## src/hw/rtl/stack_bytecode_executor_core_defines.svh

```systemverilog
// Assertion macros shared by the executor RTL.
// No dependencies.
`ifndef STACK_BYTECODE_EXECUTOR_CORE_DEFINES_SVH
`define STACK_BYTECODE_EXECUTOR_CORE_DEFINES_SVH
`ifndef ASSERT_OFF
`define SBE_ASSERT(label, clk, rst_n, prop) \
  label: assert property (@(posedge clk) disable iff (!rst_n) (prop)) else $error("assert failed");
`define SBE_ASSERT_RST(label, clk, prop) \
  label: assert property (@(posedge clk) (prop)) else $error("assert failed");
`else
`define SBE_ASSERT(label, clk, rst_n, prop)
`define SBE_ASSERT_RST(label, clk, prop)
`endif
`endif

```

## src/hw/rtl/sbe_pkg.sv

```systemverilog
// Shared types, opcodes and error codes for the stack bytecode executor.
// No dependencies.
package sbe_pkg;
  localparam int WordW = 32;
  localparam int AddrW = 16;
  localparam int StackDepth = 256;
  localparam int SpW = $clog2(StackDepth);
  localparam int RegCount = 10;
  localparam int RegW = 4;

  localparam logic [7:0] OP_HLT = 8'd0;
  localparam logic [7:0] OP_PSH = 8'd1;
  localparam logic [7:0] OP_POP = 8'd2;
  localparam logic [7:0] OP_ADD = 8'd3;
  localparam logic [7:0] OP_MUL = 8'd4;
  localparam logic [7:0] OP_DIV = 8'd5;
  localparam logic [7:0] OP_SUB = 8'd6;
  localparam logic [7:0] OP_SLT = 8'd7;
  localparam logic [7:0] OP_MOV = 8'd8;
  localparam logic [7:0] OP_SET = 8'd9;
  localparam logic [7:0] OP_LOG = 8'd10;
  localparam logic [7:0] OP_IF  = 8'd11;
  localparam logic [7:0] OP_IFN = 8'd12;
  localparam logic [7:0] OP_GLD = 8'd13;
  localparam logic [7:0] OP_GPT = 8'd14;
  localparam logic [7:0] OP_NOP = 8'd15;

  localparam logic [2:0] ERR_NONE  = 3'd0;
  localparam logic [2:0] ERR_OVF   = 3'd1;
  localparam logic [2:0] ERR_UNF   = 3'd2;
  localparam logic [2:0] ERR_DIV0  = 3'd3;
  localparam logic [2:0] ERR_REG   = 3'd4;
  localparam logic [2:0] ERR_OPC   = 3'd5;

  localparam logic [1:0] ALU_ADD = 2'd0;
  localparam logic [1:0] ALU_SUB = 2'd1;
  localparam logic [1:0] ALU_MUL = 2'd2;
  localparam logic [1:0] ALU_DIV = 2'd3;

  typedef struct packed {
    logic       start;
    logic [1:0] op;
  } alu_req_t;

  typedef struct packed {
    logic busy;
    logic done;
  } alu_stat_t;
endpackage

```

## src/hw/rtl/sbe_alu.sv

```systemverilog
// Shared multicycle arithmetic unit: add, sub, shift-add multiply, restoring divide.
// Depends on sbe_pkg.
`include "stack_bytecode_executor_core_defines.svh"
module sbe_alu
  import sbe_pkg::*;
(
  input  logic             clk,
  input  logic             rst_n,
  input  alu_req_t         req,
  input  logic [WordW-1:0] b_in,
  input  logic [WordW-1:0] a_in,
  output alu_stat_t        stat,
  output logic [WordW-1:0] result
);
  localparam int CntW = $clog2(WordW + 1);

  logic             busy_r, busy_nxt;
  logic             done_r, done_nxt;
  logic [1:0]       op_r, op_nxt;
  logic [CntW-1:0]  cnt_r, cnt_nxt;
  logic [WordW-1:0] acc_r, acc_nxt;
  logic [WordW-1:0] x_r, x_nxt;
  logic [WordW-1:0] y_r, y_nxt;
  logic             neg_r, neg_nxt;
  logic [WordW:0]   trial;
  logic [WordW-1:0] rem_sh;

  assign rem_sh = {acc_r[WordW-2:0], x_r[WordW-1]};
  assign trial  = {1'b0, rem_sh} - {1'b0, y_r};

  always_comb begin
    busy_nxt = busy_r;
    done_nxt = 1'b0;
    op_nxt   = op_r;
    cnt_nxt  = cnt_r;
    acc_nxt  = acc_r;
    x_nxt    = x_r;
    y_nxt    = y_r;
    neg_nxt  = neg_r;
    if (req.start) begin
      op_nxt   = req.op;
      busy_nxt = 1'b1;
      cnt_nxt  = CntW'(WordW);
      case (req.op)
        ALU_ADD: begin
          acc_nxt  = b_in + a_in;
          busy_nxt = 1'b0;
          done_nxt = 1'b1;
        end
        ALU_SUB: begin
          acc_nxt  = b_in - a_in;
          busy_nxt = 1'b0;
          done_nxt = 1'b1;
        end
        ALU_MUL: begin
          acc_nxt = '0;
          x_nxt   = b_in;
          y_nxt   = a_in;
        end
        default: begin
          acc_nxt = '0;
          x_nxt   = b_in[WordW-1] ? -b_in : b_in;
          y_nxt   = a_in[WordW-1] ? -a_in : a_in;
          neg_nxt = b_in[WordW-1] ^ a_in[WordW-1];
        end
      endcase
    end else if (busy_r) begin
      cnt_nxt = cnt_r - 1'b1;
      if (op_r == ALU_MUL) begin
        acc_nxt = acc_r + (y_r[0] ? x_r : '0);
        x_nxt   = x_r << 1;
        y_nxt   = y_r >> 1;
      end else begin
        x_nxt = {x_r[WordW-2:0], ~trial[WordW]};
        acc_nxt = trial[WordW] ? rem_sh : trial[WordW-1:0];
      end
      if (cnt_r == CntW'(1)) begin
        busy_nxt = 1'b0;
        done_nxt = 1'b1;
      end
    end
  end

  always_ff @(posedge clk) begin
    if (!rst_n) begin
      busy_r <= 1'b0;
      done_r <= 1'b0;
    end else begin
      busy_r <= busy_nxt;
      done_r <= done_nxt;
    end
    op_r  <= op_nxt;
    cnt_r <= cnt_nxt;
    acc_r <= acc_nxt;
    x_r   <= x_nxt;
    y_r   <= y_nxt;
    neg_r <= neg_nxt;
  end

  always_comb begin
    case (op_r)
      ALU_DIV: result = neg_r ? -x_r : x_r;
      default: result = acc_r;
    endcase
  end

  assign stat.busy = busy_r;
  assign stat.done = done_r;

  `SBE_ASSERT(a_no_start_busy, clk, rst_n, req.start |-> !busy_r)
  `SBE_ASSERT(a_not_both, clk, rst_n, !(busy_r && done_r))
  `SBE_ASSERT(a_fast_done, clk, rst_n,
    (req.start && (req.op == ALU_ADD || req.op == ALU_SUB)) |=> done_r)
endmodule
```

## config.mk

```make
export PLATFORM = sky130hd
export DESIGN_NAME = sbe_alu
export DESIGN_NICKNAME = d
export VERILOG_FILES = /design/src/hw/rtl/sbe_pkg.sv /design/src/hw/rtl/sbe_alu.sv
export VERILOG_INCLUDE_DIRS = /design/src /design/src/hw/rtl
export SDC_FILE = /design/constraint.sdc
export NUM_CORES = 1
export LEC_CHECK = 0
export BUFFER_PORTS_ARGS = -buffer_cell sky130_fd_sc_hd__buf_2
export CAP_MARGIN = 20
export CORE_ASPECT_RATIO = 1.2
export CORE_MARGIN = 5
export CORE_UTILIZATION = 65
export CTS_BUF_LIST = sky130_fd_sc_hd__clkbuf_8 sky130_fd_sc_hd__clkbuf_16
export DETAILED_ROUTE_END_ITERATION = 12
export PLACE_DENSITY = 0.86
export SLEW_MARGIN = 20
export SYNTH_ARGS = -nofsm -noshare
export SYNTH_HDL_FRONTEND = slang
export SYNTH_SLANG_ARGS = --single-unit
```

## constraint.sdc

```tcl
create_clock -name clk -period 12.64 [get_ports clk]
set_clock_uncertainty 0.15 [all_clocks]
set_input_delay 1.896 -clock clk [delete_from_list [all_inputs] [get_ports clk]]
set_output_delay 1.896 -clock clk [all_outputs]
set_load 0.03 [all_outputs]
```

==> results.sh, run 1 <==
export IMPL_worstPathMaxFanout=5
export IMPL_drive_gt1_share_pct=9.30
export IMPL_die_area_mm2=0.0223
export IMPL_min_from="cnt_r[1]"
export IMPL_synthFlopType="edfxtp_1"
export IMPL_crit_cells=21
export IMPL_syn_nets=1778
export IMPL_worstPathRequired_ps=12700
export IMPL_clkSlewWorstSetupHoldPaths_ps=80
export IMPL_maxSlewHeadroom_pct=26.3
export IMPL_async_flop_share_pct=0
export IMPL_internal_power_w=0.000957
export IMPL_status="completed"
export IMPL_endpoint="acc_r[31]"
export IMPL_place_congestion=0.999
export IMPL_wl_mm=39.0
export IMPL_path_class="primary input to flop"
export IMPL_worst_path_max_delay_cell="nor4_2"
export IMPL_period_share_pct=48.4
export IMPL_r2r_start="y_r[0]"
export IMPL_num_vias=12500
export IMPL_cts_tree="built"
export IMPL_tightest_slew_ps=1110
export IMPL_fin_tns_setup_ps=0
export IMPL_path_buf_inv=2
export IMPL_final_antenna_net_count=0
export IMPL_core_area_mm2=0.0190
export IMPL_grt_remaining_overflow=0
export IMPL_drv_slew=0
export IMPL_area_growth_pct=7.39
export IMPL_numCtsBuffers=9
export IMPL_wire_per_inst_um=20.3
export IMPL_netlist_instances=1605
export IMPL_synth_edf_count=99
export IMPL_antenna_found_initial=1
export IMPL_setup_viol=0
export IMPL_clock_root_buffer="clkbuf_16"
export IMPL_min_path_type="flop to flop"
export IMPL_grt_util_all_layers_pct=34.4
export IMPL_clk_path_buf_depth=2
export IMPL_syn_area_per_cell_um2=7.85
export IMPL_num_rows=55
export IMPL_r2r_cells=12
export IMPL_timing_final_crit_period_ps=6120
export IMPL_critical_path_top_delay_family="simple AND/OR/NAND/NOR gates"
export IMPL_viasPerCell=6.52
export IMPL_dpl_hpwl_mm=30.6
export IMPL_multi_input_area_mm2=0.00899
export IMPL_rrSetupSlack_ps=8100
export IMPL_postLayoutCellArea_mm2=0.0135
export IMPL_dr_pass1_iters=5
export IMPL_grt_pass1_wl_mm=60.4
export IMPL_rsz0062_at_grt="no"
export IMPL_grt_max_degree=96
export IMPL_syn_area_mm2=0.0126
export IMPL_drc=0
export IMPL_critPathCaptureType="flop"
export IMPL_p_sw_w=0.000782
export IMPL_io_buffers=102
export IMPL_yosysWarnings=0
export IMPL_seqCellArea_mm2=0.00313
export IMPL_first_global_vias=11500
export IMPL_pwr_share_seq_pct=29.3
export IMPL_h_tree_depth=3
export IMPL_fillerInstances=1585
export IMPL_placed_area_mm2=0.0132
export IMPL_fmax_ghz=0.163
export IMPL_switching_share_pct=44.9
export IMPL_ctsHoldBuffers=0
export IMPL_crit_top_cell="nand2_1"
export IMPL_crit_start="a_in[1]"
export IMPL_r2r_end="acc_r[28]"
export IMPL_ys_ff_latch=107
export IMPL_synth_cell_types=83
export IMPL_power_density_mw_per_mm2=128
export IMPL_ir_drop_v=0.0000730
export IMPL_power_w=0.00174
export IMPL_worst_setup_path_start_kind="primary input"
export IMPL_io_pin_count=103
export IMPL_arrival_ps=6180
export IMPL_nNetsFinal=1835
export IMPL_p_clk_share_pct=16.9
export IMPL_clock_latency_ps=370
export IMPL_clock_sinks=107
export IMPL_slowest_delay_ps=450
export IMPL_combPwrFrac_pct=53.7
export IMPL_post_cts_resize_count=0
export IMPL_initial_core_util_pct=66.4
export IMPL_die_y_um=163
export IMPL_die_w_um=137
export IMPL_ys_seq_area_share_pct=24.9
export IMPL_finalHoldViolCount=0
export IMPL_drt_iter0_drc=1277
export IMPL_max_cap_viol_count=0
export IMPL_cts_setup_buffers=0
export IMPL_crit_chain="buf_2 -> inv_1 -> ha_1 -> nor3b_1 -> nand3_1 -> nand2b_1 -> nor4_2 -> nand2_1 -> nor2_1 -> nand2_1 -> nand2_1 -> xor2_1 -> ha_1 -> or3_1 -> o21ai_0 -> a21oi_1 -> o21bai_1 -> nor4b_1 -> a211o_1 -> o311ai_0 -> nor3_1"
export IMPL_leakage_nw=5.64
-- through the flow --
step	setup WS [ps]	cells	util, %	hold slack [ps]
finish	6520	1924	71.3	354
global route	6080	1924	71.3	388
CTS	6640	1923	71.2	355
detailed placement	6290	1907	69.7	340
global placement	6420	1907	69.7	329
floorplan	6900	1605	-	314
-- per-layer routing --
layer  global-route usage (%)  vias to the layer above  wire (µm)
li1                         -                     5918          -
met1                     49.7                     5905      16500
met2                     52.4                      663      17300
met3                     6.30                       60       4280
met4                     10.3                        0        906
met5                        0                        -          0
-- power groups by stage --
stage | Clock (W) | Combinational [W] | Sequential (W)
global route | 0.000308 | 0.00102 | 0.000512
CTS | 0.000295 | 0.000913 | 0.000506
floorplan | 0 | 0.000696 | 0.000486
finish | 0.000294 | 0.000934 | 0.000510
detailed placement | 0 | 0.000903 | 0.000514
global placement | 0 | 0.000891 | 0.000512
-- final cells by class --
| class | count | share of cell area (%) |
|---|---|---|
| Inverter | 57 | 1.58 |
| Antenna cell | 1 | 0.0185 |
| Multi-Input combinational cell | 1375 | 66.4 |
| Clock inverter | 7 | 0.490 |
| Clock buffer | 9 | 1.66 |
| Tap cell | 256 | 2.37 |
| Timing Repair Buffer | 112 | 4.34 |
| Sequential cell | 107 | 23.1 |
-- Yosys cell counts, drive strengths merged (10+ instances only) --
cell,instances,share of area [%]
o211ai,11,0.69
a21o,29,1.7
nor3,27,1.2
or4,14,0.89
or3,16,0.83
o21a,14,0.83
ha,101,10
buf,13,0.66
and3,14,0.69
a211oi,14,0.83
inv,57,1.7
a31oi,20,1.1
edfxtp,99,24
o31ai,13,0.92
and2,40,2.0
nor2b,14,0.69
xor2,96,6.7
nand3,19,0.75
clkbuf,53,1.6
o21ai,134,5.4
nand2,163,4.9
nand4,10,0.50
xnor2,104,7.2
a21oi,185,7.3
nand2b,27,1.3
o21bai,12,0.71
o221ai,11,0.76
nor2,184,5.5
-- cells by family after synthesis --
kind of cell    synth area share [%]
compound gates                  24.8
xor+xnor                        13.9
fa+ha+maj                       10.5
buf+inv                         3.94
flops                           24.9
mux                            0.635
simple gates                    21.4
-- placed cells by master (no fill, tap or decap), drive strengths merged, types with 13 or more instances in the layout --
cell,instances
o21ai,134
or3,16
inv,60
and3,14
a211oi,14
a31oi,20
nand2b,27
a21oi,185
nand2,163
nor2b,14
buf,112
xor2,96
edfxtp,99
ha,101
o31ai,13
nand3,19
a21o,29
or4,14
xnor2,104
nor3,27
and2,40
nor2,184
o21a,14
-- worst min path at each step --
stage | to | slack (ps) | cells past startpoint
floorplan | cnt_r[5] | 310 | 2
global placement | cnt_r[0] | 330 | 2
detailed placement | cnt_r[5] | 340 | 2
CTS | cnt_r[1] | 360 | 2
global route | cnt_r[1] | 390 | 2
finish | cnt_r[1] | 350 | 2
-- sequential cells by signal, indices dropped and copies added (netlist names) --
| signal | cells |
|---|---|
| done_r | 1 |
| op_r | 2 |
| cnt_r | 6 |
| neg_r | 1 |
| busy_r | 1 |
| x_r | 32 |
| y_r | 32 |
| acc_r | 32 |
-- worst reg2reg max path, cell delays in order, from the launching register on --
cell and delay, ps:
edfxtp_1 1080, ha_1 350, fa_1 210, nand2b_1 180
a21oi_1 150, o21ai_1 410, a31oi_4 190, a31oi_1 420
o21a_1 210, buf_4 370, nor3_1 120, a31oi_1 240
o221ai_1 160
No activity file was read; power rests on OpenSTA's default activity.
==> run 2, diff against run 1 <==
Settings changed: CORE_UTILIZATION 65 to 57, PLACE_DENSITY 0.86 to 0.8.
Clock period 12.64 ns to 5.6 ns, I/O delays scaled along.
==> run 2 against run 1 <==
Combinational power is 130% higher. Sequential power up 120%. Die area grew 13%. Critical path depth did not move. Routed wire length grew 1.1%. Flip-flop and latch count is the same. Register-to-register slack got worse by 6600 ps. Global-route usage down 4.3 points. Worst hold slack got worse by 2.8 ps. Highest routed layer unchanged.
==> results.sh, run 2 (same netlist as run 1, synthesis figures left out) <==
export IMPL_hold_end="cnt_r[0]"
export IMPL_clock_sinks=107
export IMPL_grt_max_degree=81
export IMPL_drive_gt1_share_pct=9.68
export IMPL_finalNonFillerCells=1948
export IMPL_tightest_slew_ps=1050
export IMPL_place_congestion=1.01
export IMPL_post_cts_resize_count=0
export IMPL_drv_slew=0
export IMPL_num_rows=59
export IMPL_power_w=0.00391
export IMPL_critPathCaptureType="flop"
export IMPL_placed_area_mm2=0.0133
export IMPL_path_class="primary input to flop"
export IMPL_num_vias=12500
export IMPL_postLayoutCellArea_mm2=0.0136
export IMPL_hold_slack_ps=351
export IMPL_rsz0062_at_grt="no"
export IMPL_place_inst=1930
export IMPL_die_w_um=146
export IMPL_slowest_delay_ps=400
export IMPL_grt_util_all_layers_pct=30.1
export IMPL_maxSlewHeadroom_pct=29.8
export IMPL_drt_iter0_drc=1450
export IMPL_wire_per_inst_um=20.3
export IMPL_setup_viol=0
export IMPL_numCtsBuffers=9
export IMPL_worst_setup_path_start_kind="primary input"
export IMPL_nNetsFinal=1841
export IMPL_h_tree_depth=3
export IMPL_min_path_type="flop to flop"
export IMPL_wl_mm=39.4
export IMPL_multi_input_area_mm2=0.00898
export IMPL_status="completed"
export IMPL_cts_setup_buffers=0
export IMPL_biggestRegsByFlops="acc_r x32, x_r x32, y_r x32"
export IMPL_crit_top_cell="nand2_1"
export IMPL_max_cap_viol_count=0
export IMPL_mostFrequentLayoutCells="a21oi_1 (184), nor2_1 (184), nand2_1 (162)"
export IMPL_grt_pass1_wl_mm=62.0
export IMPL_clock_root_buffer="clkbuf_16"
export IMPL_crit_chain="buf_2 -> inv_1 -> ha_1 -> nor3b_1 -> nand3_1 -> nand2b_1 -> nor4_2 -> nand2_1 -> nand2_1 -> xor2_1 -> ha_1 -> a21oi_1 -> nand2_1 -> nor3_1 -> o211ai_1 -> nand2_1 -> o21bai_1 -> nor4b_1 -> a211o_1 -> o311ai_0 -> nor3_1"
export IMPL_dr_pass1_iters=6
export IMPL_worstPathRequired_ps=5650
export IMPL_drc=0
export IMPL_clk_path_buf_depth=2
export IMPL_leakage_nw=5.66
export IMPL_ctsHoldBuffers=0
export IMPL_hold_depth=2
export IMPL_finalHoldViolCount=0
export IMPL_seqCellArea_mm2=0.00313
export IMPL_min_from="cnt_r[0]"
export IMPL_ir_drop_v=0.000174
export IMPL_critical_path_top_delay_family="simple AND/OR/NAND/NOR gates"
export IMPL_r2r_cells=13
export IMPL_viasPerCell=6.43
export IMPL_power_density_mw_per_mm2=288
export IMPL_r2r_start="x_r[31]"
export IMPL_fmax_ghz=0.198
export IMPL_path_buf_inv=2
export IMPL_clock_latency_ps=380
export IMPL_core_area_mm2=0.0217
export IMPL_rrSetupSlack_ps=1460
export IMPL_arrival_ps=5090
export IMPL_grt_remaining_overflow=0
export IMPL_initial_core_util_pct=58.1
export IMPL_worstPathMaxFanout=9
export IMPL_final_antenna_net_count=0
export IMPL_clkSlewWorstSetupHoldPaths_ps=80
export IMPL_period_share_pct=90.0
export IMPL_fin_tns_setup_ps=0
export IMPL_fillerInstances=1945
export IMPL_antenna_found_initial=1
export IMPL_timing_final_crit_period_ps=5040
export IMPL_r2r_end="acc_r[26]"
export IMPL_io_pin_count=103
export IMPL_die_area_mm2=0.0252
export IMPL_first_global_vias=11600
export IMPL_die_y_um=173
export IMPL_io_buffers=102
export IMPL_area_growth_pct=7.87
export IMPL_dpl_hpwl_mm=31.2
export IMPL_cts_tree="built"
export IMPL_worst_path_max_delay_cell="nor4_2"
[run 2: cell types whose count changed in the layout (fill, tap and decap cells not counted), sizes merged]
cell	delta
bufinv	-1
inv	+1
buf	+6
[run 2: report_power, final]
part / total, W / switching [W] / leakage [nW] / internal [W]
clock network: 0.000649 / 0.000339 / 0.141 / 0.000310
registers: 0.00114 / 0.000129 / 1.02 / 0.00101
logic: 0.00212 / 0.00132 / 4.50 / 0.000807
total: 0.00391 / 0.00179 / 5.66 / 0.00213
[run 2: routing by layer]
metal,GRT usage [%],share of wire [%],up-vias
met3,4.61,9.7,90
met5,0,0,-
li1,-,-,5923
met4,8.83,2.9,0
met1,42.8,42,5882
met2,47.5,45,630
[run 2: worst max path at each step]
| stage | from | to | cells after the start |
|---|---|---|---|
| floorplan | a_in[12] | acc_r[26] | 18 |
| finish | a_in[1] | acc_r[31] | 21 |
| global placement | a_in[2] | acc_r[30] | 18 |
| CTS | a_in[1] | acc_r[31] | 21 |
| global route | a_in[1] | acc_r[31] | 21 |
| detailed placement | a_in[1] | acc_r[31] | 21 |
[run 2: area by class of cell]
class                           count  area share (%)
Antenna cell                        1          0.0184
Clock buffer                        9            1.66
Inverter                           57            1.57
Sequential cell                   107            23.0
Timing Repair Buffer              118            4.71
Multi-Input combinational cell   1375            66.1
Clock inverter                      7           0.423
Tap cell                          274            2.52
[run 2: worst min-delay path, stage by stage (launching register included)]
cell and delay, ps:
dfxtp_1 330, nand2b_1 70, a21oi_1 60
[run 2: metrics by stage]
step | worst slack (ps) | util (%)
final | 560 | 62.6
after CTS | 581 | 62.6
after global placement | 311 | 61.3
after detailed placement | 216 | 61.3
after global routing | 21.4 | 62.6
after floorplan | 912 | -
